<file path="config.mk">
export PLATFORM = sky130hd
export DESIGN_NAME = cvs_queue
export DESIGN_NICKNAME = d
export VERILOG_FILES = /design/src/design/cvs_queue.sv
export SDC_FILE = /design/constraint.sdc
export NUM_CORES = 1
export LEC_CHECK = 0
export BUFFER_PORTS_ARGS = -buffer_cell sky130_fd_sc_hd__buf_2
export CAP_MARGIN = 25
export CORE_MARGIN = 3
export CORE_UTILIZATION = 25
export CTS_BUF_LIST = sky130_fd_sc_hd__clkbuf_2
export DETAILED_ROUTE_END_ITERATION = 10
export PLACE_DENSITY = 0.4
export SLEW_MARGIN = 25
export SYNTH_ARGS = -nofsm -noshare
export SYNTH_HDL_FRONTEND = slang
export SYNTH_SLANG_ARGS = --single-unit
</file>
<file path="constraint.sdc">
create_clock -name i_clk -period 2 [get_ports i_clk]
set_input_delay 0.4 -clock i_clk [delete_from_list [all_inputs] [get_ports i_clk]]
set_output_delay 0.4 -clock i_clk [all_outputs]
set_load 0.005 [all_outputs]
</file>
<file path="src/design/cvs_queue.sv">
// Small first-in first-out queue of register entries.
`default_nettype none

module cvs_queue #(
    parameter type T     = logic,
    parameter int  DEPTH = 4
) (
    input  wire logic i_clk,
    input  wire logic i_rst_n,
    input  wire logic i_push,
    input  wire T     i_data,
    output logic      o_full,
    input  wire logic i_pop,
    output logic      o_empty,
    output T          o_data
);

    localparam int PW = (DEPTH > 1) ? $clog2(DEPTH) : 1;
    localparam int CW = $clog2(DEPTH + 1);

    T                r_mem [DEPTH];
    logic [PW-1:0]   r_wr;
    logic [PW-1:0]   r_rd;
    logic [CW-1:0]   r_cnt;
    logic            do_push;
    logic            do_pop;

    assign o_full  = (r_cnt == CW'(DEPTH));
    assign o_empty = (r_cnt == '0);
    assign o_data  = r_mem[r_rd];
    assign do_push = i_push && !o_full;
    assign do_pop  = i_pop && !o_empty;

    always_ff @(posedge i_clk) begin
        if (do_push) begin
            r_mem[r_wr] <= i_data;
        end
    end

    always_ff @(posedge i_clk) begin
        if (!i_rst_n) begin
            r_wr  <= '0;
            r_rd  <= '0;
            r_cnt <= '0;
        end else begin
            if (do_push) begin
                r_wr <= (r_wr == PW'(DEPTH - 1)) ? '0 : r_wr + 1'b1;
            end
            if (do_pop) begin
                r_rd <= (r_rd == PW'(DEPTH - 1)) ? '0 : r_rd + 1'b1;
            end
            if (do_push && !do_pop) begin
                r_cnt <= r_cnt + 1'b1;
            end else if (do_pop && !do_push) begin
                r_cnt <= r_cnt - 1'b1;
            end
        end
    end

endmodule

`default_nettype wire

</file>
==> results.ini <==
[pwr]
p_sw_share_pct=32.8
p_switching_uw=283
comb_power_share_pct=37.6
power.share.sequential_pct=47.0
leakagePower_uw=0.000326
clkPwrFrac_pct=15.4
p_total_uw=862
internal_power_uw=579
powerDensity_nw_per_um2=1120
vdd_drop_max_uv=372

[synth]
syn_area_per_cell_um2=11.1
yosysTopAreaCellShare_pct=28.9
synth_area_leader_cell=dfxtp_1
synth_nets=68
yosysSeqAreaShare_pct=48.2
synth_area_leaders=dfxtp_1 29%, edfxtp_1 19%, ha_1 12%
netlist_area_um2=623
ys_warn_count=0
synth_cells=56
ys_seq_elements=13
yosysUniqueCellTypes=22

[finish]
antenna_cells=0
seqCellArea_um2=305
fin_cells=98
fin_nets=83
drive_gt1_share_pct=34.3
num-fill-cells=244
multi_input_area_um2=324
syn_to_final_growth_pct=23.3

[routing]
wirelength_um=975
ant_nets=0
dr.pass1.iters=3
dr_total_vias=400
drtIter0Drc=9
drc=0
vias_per_cell=4.08
wl_per_cell_um=9.95

[run_status]
status=finished, final reports clean

[global_route]
overflow=0
grt_max_degree=12
grt.total_usage_pct=6.93
grt_pass1_wl_um=1620
grt_pass1_vias=371
antenna_found_initial=0

[placed_design]
gp_congestion=0.623
io_buffers=7
dp.final_hpwl_um=754
dp_slack_ns=0.00142
dp.cells=93

[critical_path]
required_ns=2.20
critical_path_class=reg2reg
cp_data_arrival_time_ns=2.11
crit_path_end_kind=flop
path_max_fanout=5
worst_setup_path_start_kind=flop

[clock_network]
clk_latency_ns=0.26
clk_pin_slew_worst_paths_ns=0.13
htree_levels=1
cts_root_buf=clkbuf_2
cts_made_buffers=3
cts_tree=done
cts_hold_buf=0
numClockSinks=13
clk_path_buf_depth=2

[sta]
fin_crit_ns=1.91
finalClockSkew_ns=0.0114
fin_crit_sh_pct=95.5
rsz0062_at_grt=no
worstMarginPinSlew_ns=0.193
slew_headroom_pct=87.0
setup_viol=0
fin_ws_ns=0.0898
hold_ws_ns=0.359
finalSetupTns_ns=0
max_clock_freq_ghz=0.523
hold_viol=0
drv_slew=0

[floorplan]
initial_core_util_pct=27.1
die_h_um=55.9
rows=17
io_pins=8
coreArea_um2=2300
fp.dieW_um=55.9
die_area_um2=3130

[run]
maxCapViolCount=0

[hold_path]
hold_path_class=in2reg

[critical path, cell delays in order (launching register included)]
cell and delay (ns):
dfxtp_4 0.39, nor3b_2 0.16, nor2b_2 0.14, ha_2 0.19, inv_1 0.05, fa_2 0.33
xor2_1 0.15, or3_1 0.30, a21boi_1 0.13
[per-layer routing]
| layer | share of wire [%] | vias up | global-route usage [%] |
|---|---|---|---|
| met5 | 0 | - | 0 |
| met4 | 1.9 | 0 | 5.08 |
| met3 | 2.4 | 2 | 2.78 |
| met2 | 45 | 4 | 9.46 |
| met1 | 50 | 176 | 8.68 |
| li1 | - | 218 | - |
[Yosys cell counts]
cell type and instances:
buf_2 1, nand2_1 6, mux2i_1 3, a21boi_0 1, dfxtp_1 9, nor3_1 1
inv_1 3, o21ai_0 3, edfxtp_1 4, ha_1 6, xnor2_1 1, fa_1 1
o31ai_1 1, nand3_1 2, nor2_1 2, clkbuf_1 1, or3_1 1, nor3b_2 1
xor2_1 1, mux4_2 1, and2_1 5, nor2b_1 2
[cell type report]
class	count	area share (%)
Clock buffer	4	2.61
Sequential cell	13	39.7
Multi-Input combinational cell	38	42.2
Inverter	3	1.47
Timing Repair Buffer	12	9.45
Tap cell	28	4.56
[final timing paths]
check,to,cells past startpoint,from,slack (ns)
max,r_cnt[2],8,r_cnt[2],0.09
max reg2reg,r_cnt[2],8,r_cnt[2],0.09
min reg2reg,r_wr[1],2,r_wr[1],0.51
min,r_mem[2],1,i_data,0.36
[cells in the final DEF (no fill, tap or decap)]
| cell | instances |
|---|---|
| a21boi_1 | 1 |
| and2_1 | 5 |
| buf_2 | 7 |
| buf_4 | 5 |
| clkbuf_2 | 4 |
| dfxtp_1 | 7 |
| dfxtp_2 | 1 |
| dfxtp_4 | 1 |
| edfxtp_1 | 4 |
| fa_2 | 1 |
| ha_1 | 5 |
| ha_2 | 1 |
| inv_1 | 3 |
| mux2i_1 | 3 |
| mux4_2 | 1 |
| nand2_1 | 6 |
| nand3_1 | 2 |
| nor2_1 | 2 |
| nor2b_1 | 1 |
| nor2b_2 | 1 |
| nor3_1 | 1 |
| nor3b_2 | 1 |
| o21ai_0 | 3 |
| o31ai_4 | 1 |
| or3_1 | 1 |
| xnor2_1 | 1 |
| xor2_1 | 1 |
[logic make-up after synthesis]
logic type / Yosys count / synth area share [%]
adders and majority gates: 7 / 15.3
muxes: 4 / 8.43
xor gates and xnor gates: 2 / 2.81
AOI/OAI and AO/OA: 5 / 4.82
DFF: 13 / 48.2
and+or+nand+nor: 20 / 17.3
buffers and inverters: 5 / 3.21
[power groups by stage]
stage / Clock, uW / Sequential (uW) / Combinational [uW]
2_1_floorplan: 0 / 393 / 212
3_3_place_gp: 0 / 402 / 307
3_5_place_dp: 0 / 401 / 309
4_1_cts: 146 / 394 / 314
5_1_grt: 154 / 415 / 370
6_report: 133 / 405 / 324
[metrics by stage]
| stage | util [%] | instance area (um^2) |
|---|---|---|
| finish | 33.4 | 768 |
| global route | 33.4 | 768 |
| CTS | 32.4 | 743 |
| detailed placement | 31.4 | 721 |
| global placement | 31.4 | 721 |
| floorplan | - | 629 |
[what timing repair did]
action                     4_1_cts  5_1_grt
setup endpoints to repair        1        1
pin swaps                        0        1
resized for setup                1        6
setup buffers                    0        1
Power figures use the tool's default switching activity.
