**src/design/cvs_pkg.sv**
```systemverilog
// Shared types, codes and saturation helpers for the circle visual servo step unit.
`default_nettype none

package cvs_pkg;

    localparam int IN_DEPTH_DEF  = 4;
    localparam int OUT_DEPTH_DEF = 2;

    // Configuration register indexes.
    typedef enum logic [2:0] {
        CFG_FOCAL   = 3'd0,
        CFG_WIDTH   = 3'd1,
        CFG_HEIGHT  = 3'd2,
        CFG_DIAM    = 3'd3,
        CFG_TGT_X   = 3'd4,
        CFG_TGT_Y   = 3'd5,
        CFG_TGT_D   = 3'd6,
        CFG_TSTEP   = 3'd7
    } t_cfg_idx;

    localparam logic [31:0] RST_FOCAL  = 32'd32768000;
    localparam logic [12:0] RST_WIDTH  = 13'd640;
    localparam logic [12:0] RST_HEIGHT = 13'd480;
    localparam logic [31:0] RST_DIAM   = 32'd13421773;
    localparam logic [15:0] RST_TGT_X  = 16'd5120;
    localparam logic [15:0] RST_TGT_Y  = 16'd3840;
    localparam logic [15:0] RST_TGT_D  = 16'd1600;
    localparam logic [31:0] RST_TSTEP  = 32'd2684355;

    // Classified work item handed from the front to the back.
    typedef struct packed {
        logic               no_tgt;
        logic signed [16:0] e0;
        logic signed [16:0] e1;
        logic signed [17:0] e2;
        logic signed [17:0] u;
        logic signed [17:0] v;
        logic        [15:0] rad;
        logic signed [31:0] pos_x;
        logic signed [31:0] pos_y;
        logic signed [31:0] pos_z;
        logic signed [31:0] qw;
        logic signed [31:0] qx;
        logic signed [31:0] qy;
        logic signed [31:0] qz;
    } t_work;

    typedef struct packed {
        logic signed [31:0] cmd_x;
        logic signed [31:0] cmd_y;
        logic signed [31:0] cmd_z;
        logic               no_target;
        logic               saturated;
    } t_result;

    typedef enum logic [4:0] {
        ST_IDLE,
        ST_MUL_UE,
        ST_DIV_S0,
        ST_WAIT_S0,
        ST_DIV_S1,
        ST_WAIT_S1,
        ST_DIV_S2,
        ST_WAIT_S2,
        ST_DIV_K,
        ST_WAIT_K,
        ST_MUL_V,
        ST_DIV_V,
        ST_WAIT_V,
        ST_MUL_Q,
        ST_ACC_Q,
        ST_ROT,
        ST_MUL_R,
        ST_ACC_R,
        ST_MUL_T,
        ST_CMD,
        ST_DONE
    } t_bk_state;

    localparam logic signed [71:0] MAX32 = 72'sd2147483647;
    localparam logic signed [71:0] MIN32 = -72'sd2147483648;

    function automatic logic signed [31:0] sat32(input logic signed [71:0] x);
        logic signed [31:0] y;
        if (x > MAX32) begin
            y = 32'sh7fffffff;
        end else if (x < MIN32) begin
            y = 32'sh80000000;
        end else begin
            y = x[31:0];
        end
        return y;
    endfunction

    function automatic logic ovf32(input logic signed [71:0] x);
        return (x > MAX32) || (x < MIN32);
    endfunction

endpackage

`default_nettype wire

```
**src/design/cvs_front.sv**
```systemverilog
// Front stage: forms feature errors and centered coordinates, flags missing targets.
`default_nettype none

module cvs_front (
    input  wire logic               [15:0] i_center_x,
    input  wire logic               [15:0] i_center_y,
    input  wire logic               [15:0] i_radius,
    input  wire logic signed        [31:0] i_pos_x,
    input  wire logic signed        [31:0] i_pos_y,
    input  wire logic signed        [31:0] i_pos_z,
    input  wire logic signed        [31:0] i_quat_w,
    input  wire logic signed        [31:0] i_quat_x,
    input  wire logic signed        [31:0] i_quat_y,
    input  wire logic signed        [31:0] i_quat_z,
    input  wire logic               [12:0] i_image_width,
    input  wire logic               [12:0] i_image_height,
    input  wire logic               [15:0] i_target_x,
    input  wire logic               [15:0] i_target_y,
    input  wire logic               [15:0] i_target_diameter,
    output cvs_pkg::t_work                 o_work
);

    always_comb begin
        o_work.no_tgt = (i_radius == '0);
        o_work.e0 = signed'({1'b0, i_target_x}) - signed'({1'b0, i_center_x});
        o_work.e1 = signed'({1'b0, i_target_y}) - signed'({1'b0, i_center_y});
        o_work.e2 = signed'({2'b0, i_target_diameter}) - signed'({1'b0, i_radius, 1'b0});
        o_work.u  = signed'({2'b0, i_center_x}) - signed'({2'b0, i_image_width, 3'b0});
        o_work.v  = signed'({2'b0, i_center_y}) - signed'({2'b0, i_image_height, 3'b0});
        o_work.rad   = i_radius;
        o_work.pos_x = i_pos_x;
        o_work.pos_y = i_pos_y;
        o_work.pos_z = i_pos_z;
        o_work.qw    = i_quat_w;
        o_work.qx    = i_quat_x;
        o_work.qy    = i_quat_y;
        o_work.qz    = i_quat_z;
    end

endmodule

`default_nettype wire

```
**config.mk**
```make
export PLATFORM = sky130hd
export DESIGN_NAME = cvs_front
export DESIGN_NICKNAME = d
export VERILOG_FILES = /design/src/design/cvs_pkg.sv /design/src/design/cvs_front.sv
export SDC_FILE = /design/constraint.sdc
export NUM_CORES = 1
export LEC_CHECK = 0
export BUFFER_PORTS_ARGS = -buffer_cell sky130_fd_sc_hd__buf_2
export CAP_MARGIN = 5
export CORE_AREA = 4 4 258 260
export DETAILED_ROUTE_END_ITERATION = 12
export DIE_AREA = 0 0 262 264
export PLACE_DENSITY_LB_ADDON = 0.2
export SYNTH_ARGS = -nofsm -noshare
export SYNTH_HDL_FRONTEND = slang
export SYNTH_SLANG_ARGS = --single-unit
```
**constraint.sdc**
```tcl
create_clock -name vclk -period 3.1
set_input_delay 0.465 -clock vclk [all_inputs]
set_output_delay 0.465 -clock vclk [all_outputs]
set_load 0.03 [all_outputs]
```
==> summary.md <==
| Metric | Value |
|---|---|
| Outcome | finished clean |
| Pwr per Cell Area | 271.5 nW/um^2 |
| Ys Warns | 0 |
| Fraction of the mapped netlist area in adder cells | 0.1770 |
| CORE AREA | 64120 um^2 |
| Post-DP Area | approximately 6300 um^2 |
| Number of flip-flops and latches | 0 |
| MaxCap Viol Count | 0 |
| Critical path endpoint category | output pin |
| Layout cell share with drive strength beyond 1 | 0.3801 |
| Actual slew at the worst max-slew pin | 458.3 ps |
| Vias in the first global route | ~5500 |
| Die ar. | 69170 um^2 |
| Crit path kind | in2out |
| Mapped Area | 5727 um^2 |
| Synth Area in XOR/XNOR | 0.07953 |
| Ports | between 600 and 700 |
| Hold Worst Slack | just over 900 ps |
| Final Hold Viols | 0 |
| Final wirelength | ~22 mm |
| Fin util | 0.1022 |
| Drt wl/cell | 12.74 um |
| Simple-Gate Fraction of Synth Area | 0.1414 |
| Reg area | 0 um^2 |
| Diode count | 0 |
| Initial antenna violation count | 0 |
| Row cnt | 93 |
| CP startpoint kind | input pin |
| Max FO, Critical Path | 2 |
| WP data required | between 2000 and 3000 ps |
| Synth Area in Compound Gates | 0.1936 |
| Final ANT Viol Nets | 0 |
| All-Layer GR Usage | 0.05645 |
| Worst IR Drop VDD | 0.0001177 V |
| DRT iter0 DRCs | between 100 and 150 |
| Die width | roughly 260 um |
| Nets@finish | 1260 |
| First-pass GRT wire length | 31.50 mm |
| Largest net degree at the start of global routing | 11 |
| Initial Util | 0.08932 |
| DP Cell Count | ~1700 |
| Final Cell Area | 6554 um^2 |
| Fmax | around 330 MHz |
| Drt pass-1 iters | 4 |
| Fill count | 7578 |
| Largest family of logic cells by synthesized area | buffers and inverters |
| Max Slew Vio Count | 0 |
| Final HPWL DP | 19.39 mm |
| Syn Nets | 1244 |
| Gp weighted congestion | about 0.76 |
| Post-route setup slack | around 70 ps |
| Period minus WS final | 3030 ps |
| CLK BUF | 0 |
| Final Non-Filler Cells | 1689 |
| Die H | between 200 and 300 um |
| Synth Instances | 820 |
| LEAKAGE | 3.198 nW |
| Final Cycle Share | 0.9773 |
| Via count | 5195 |
| Buffers on Ports | roughly 230 |
| Crit path DAT | between 2000 and 3000 ps |
| Fraction of synthesized area in multiplexers | 0.008739 |
| Slew headroom | 0.6896 |
| Area growth syn-to-layout | 14.44% |
| Worst hold path type | in2out |
| Hold_buf cts | 0 |
| Final setup violation count | 0 |
| Syn_area_per_cell | 6.984 um^2 |
| Vias per inst | 3.076 |
| RSZ-0062 raised after global routing | no |
| Post-synthesis sequential area ratio | 0 |
| Place WS | -217.8 ps |
| Distinct cells, synth | between 50 and 60 |
| GRT overflow | 0 |
| DRC | 0 |
[worst paths after layout]
path                           from           to  slack [ps]  cells after the start
worst min-delay path   i_quat_w[26]  o_work[122]         930                      0
worst max-delay path  i_center_x[3]  o_work[271]          70                     13
[routing by layer]
metal  GRT usage  part of all wire  vias to the layer above
met2     0.09715              0.47                      261
met5           0                 0                        -
met1     0.06056              0.37                     2288
li1            -                 -                     2540
met4     0.02741             0.055                        0
met3     0.02147              0.10                      106
[cell type report]
| type | instances | area [um^2] | share of cell area |
|---|---|---|---|
| well taps | 855 | 1070 | 0.1632 |
| inverters | 101 | 379.1 | 0.05785 |
| multi-input cells | 462 | 3588 | 0.5475 |
| repair buffers | 271 | 1516 | 0.2314 |
[critical path, cell delays in order]
cell and delay [ps]:
buf_6 90, inv_2 60, ha_4 130, inv_2 40
fa_2 380, a21o_1 170, a21oi_2 190, buf_4 140
o211ai_1 150, a31o_2 280, a21oi_2 130, xnor2_1 130
buf_4 190
[kinds of logic after synthesis]
| logic type | Yosys count |
|---|---|
| buffers and inverters | 358 |
| AO/OA/AOI/OAI | 169 |
| AND/OR/NAND/NOR | 158 |
| adder cells (fa/ha/maj) | 78 |
| XOR/XNOR | 52 |
| multiplexers | 5 |
[cell usage in the layout, fill, tap and decap left out, types with 8 or more instances in the layout]
cell type  count
a21oi_2        8
nor2b_1       10
a21o_1        23
o21ai_0       23
inv_1         97
buf_4         52
buf_2        213
xor2_1        14
ha_1          68
nor3_1        16
o21a_1        10
nand2_1       34
nor4_1         8
nand3_1       14
a21oi_1       45
nor2_1        33
xnor2_1       37
[timing repair]
action / 4_1_cts / 5_1_grt
hold endpoints to repair: 0 / 0
pin swaps: 7 / 32
gates resized for setup: 16 / 43
endpoints found under the setup margin: 8 / 23
setup buffers: 0 / 7
cloned: 0 / 0
[through the flow]
stage          power (W)  TNS (ps)
3_5_place_dp    0.001736    -782.8
5_1_grt         0.001942         0
6_report        0.001780         0
3_3_place_gp    0.001743    -839.8
4_1_cts         0.001765         0
2_1_floorplan   0.001709         0
[Yosys cell counts, drive strengths merged (3+ instances only)]
master  count  area [um^2]
a311o       3        30.03
nand2b      6        37.54
a211oi      7        57.55
o21a       10        75.07
clkbuf      6        25.02
nor2b      12        75.07
a21o       25        190.2
o21ai      28        143.9
nor4        9        56.30
nor3       16        80.08
inv       101        379.1
fa          5        100.1
xor2       14        122.6
buf       250         1874
and3        7        43.79
nand3      14        70.07
o31ai       5        42.54
a31oi       6        37.54
o31a        6        52.55
a21boi      4        33.78
o211ai      6        45.04
nor2       34        127.6
xnor2      38        332.8
a21oi      53        265.3
or3         6        37.54
o21bai      4        30.03
nand2      34        127.6
nand3b      3        22.52
ha         73        913.4
mux2i       5        50.05
o221ai      3        26.28
nand4       6        37.54
[power breakdown]
group	switching [W]	total [W]	internal (W)
Clock	0	0	0
Combinational	0.00112	0.00178	0.000660
Sequential	0	0	0
Total	0.00112	0.00178	0.000660
(Power assumes the default switching activity.)
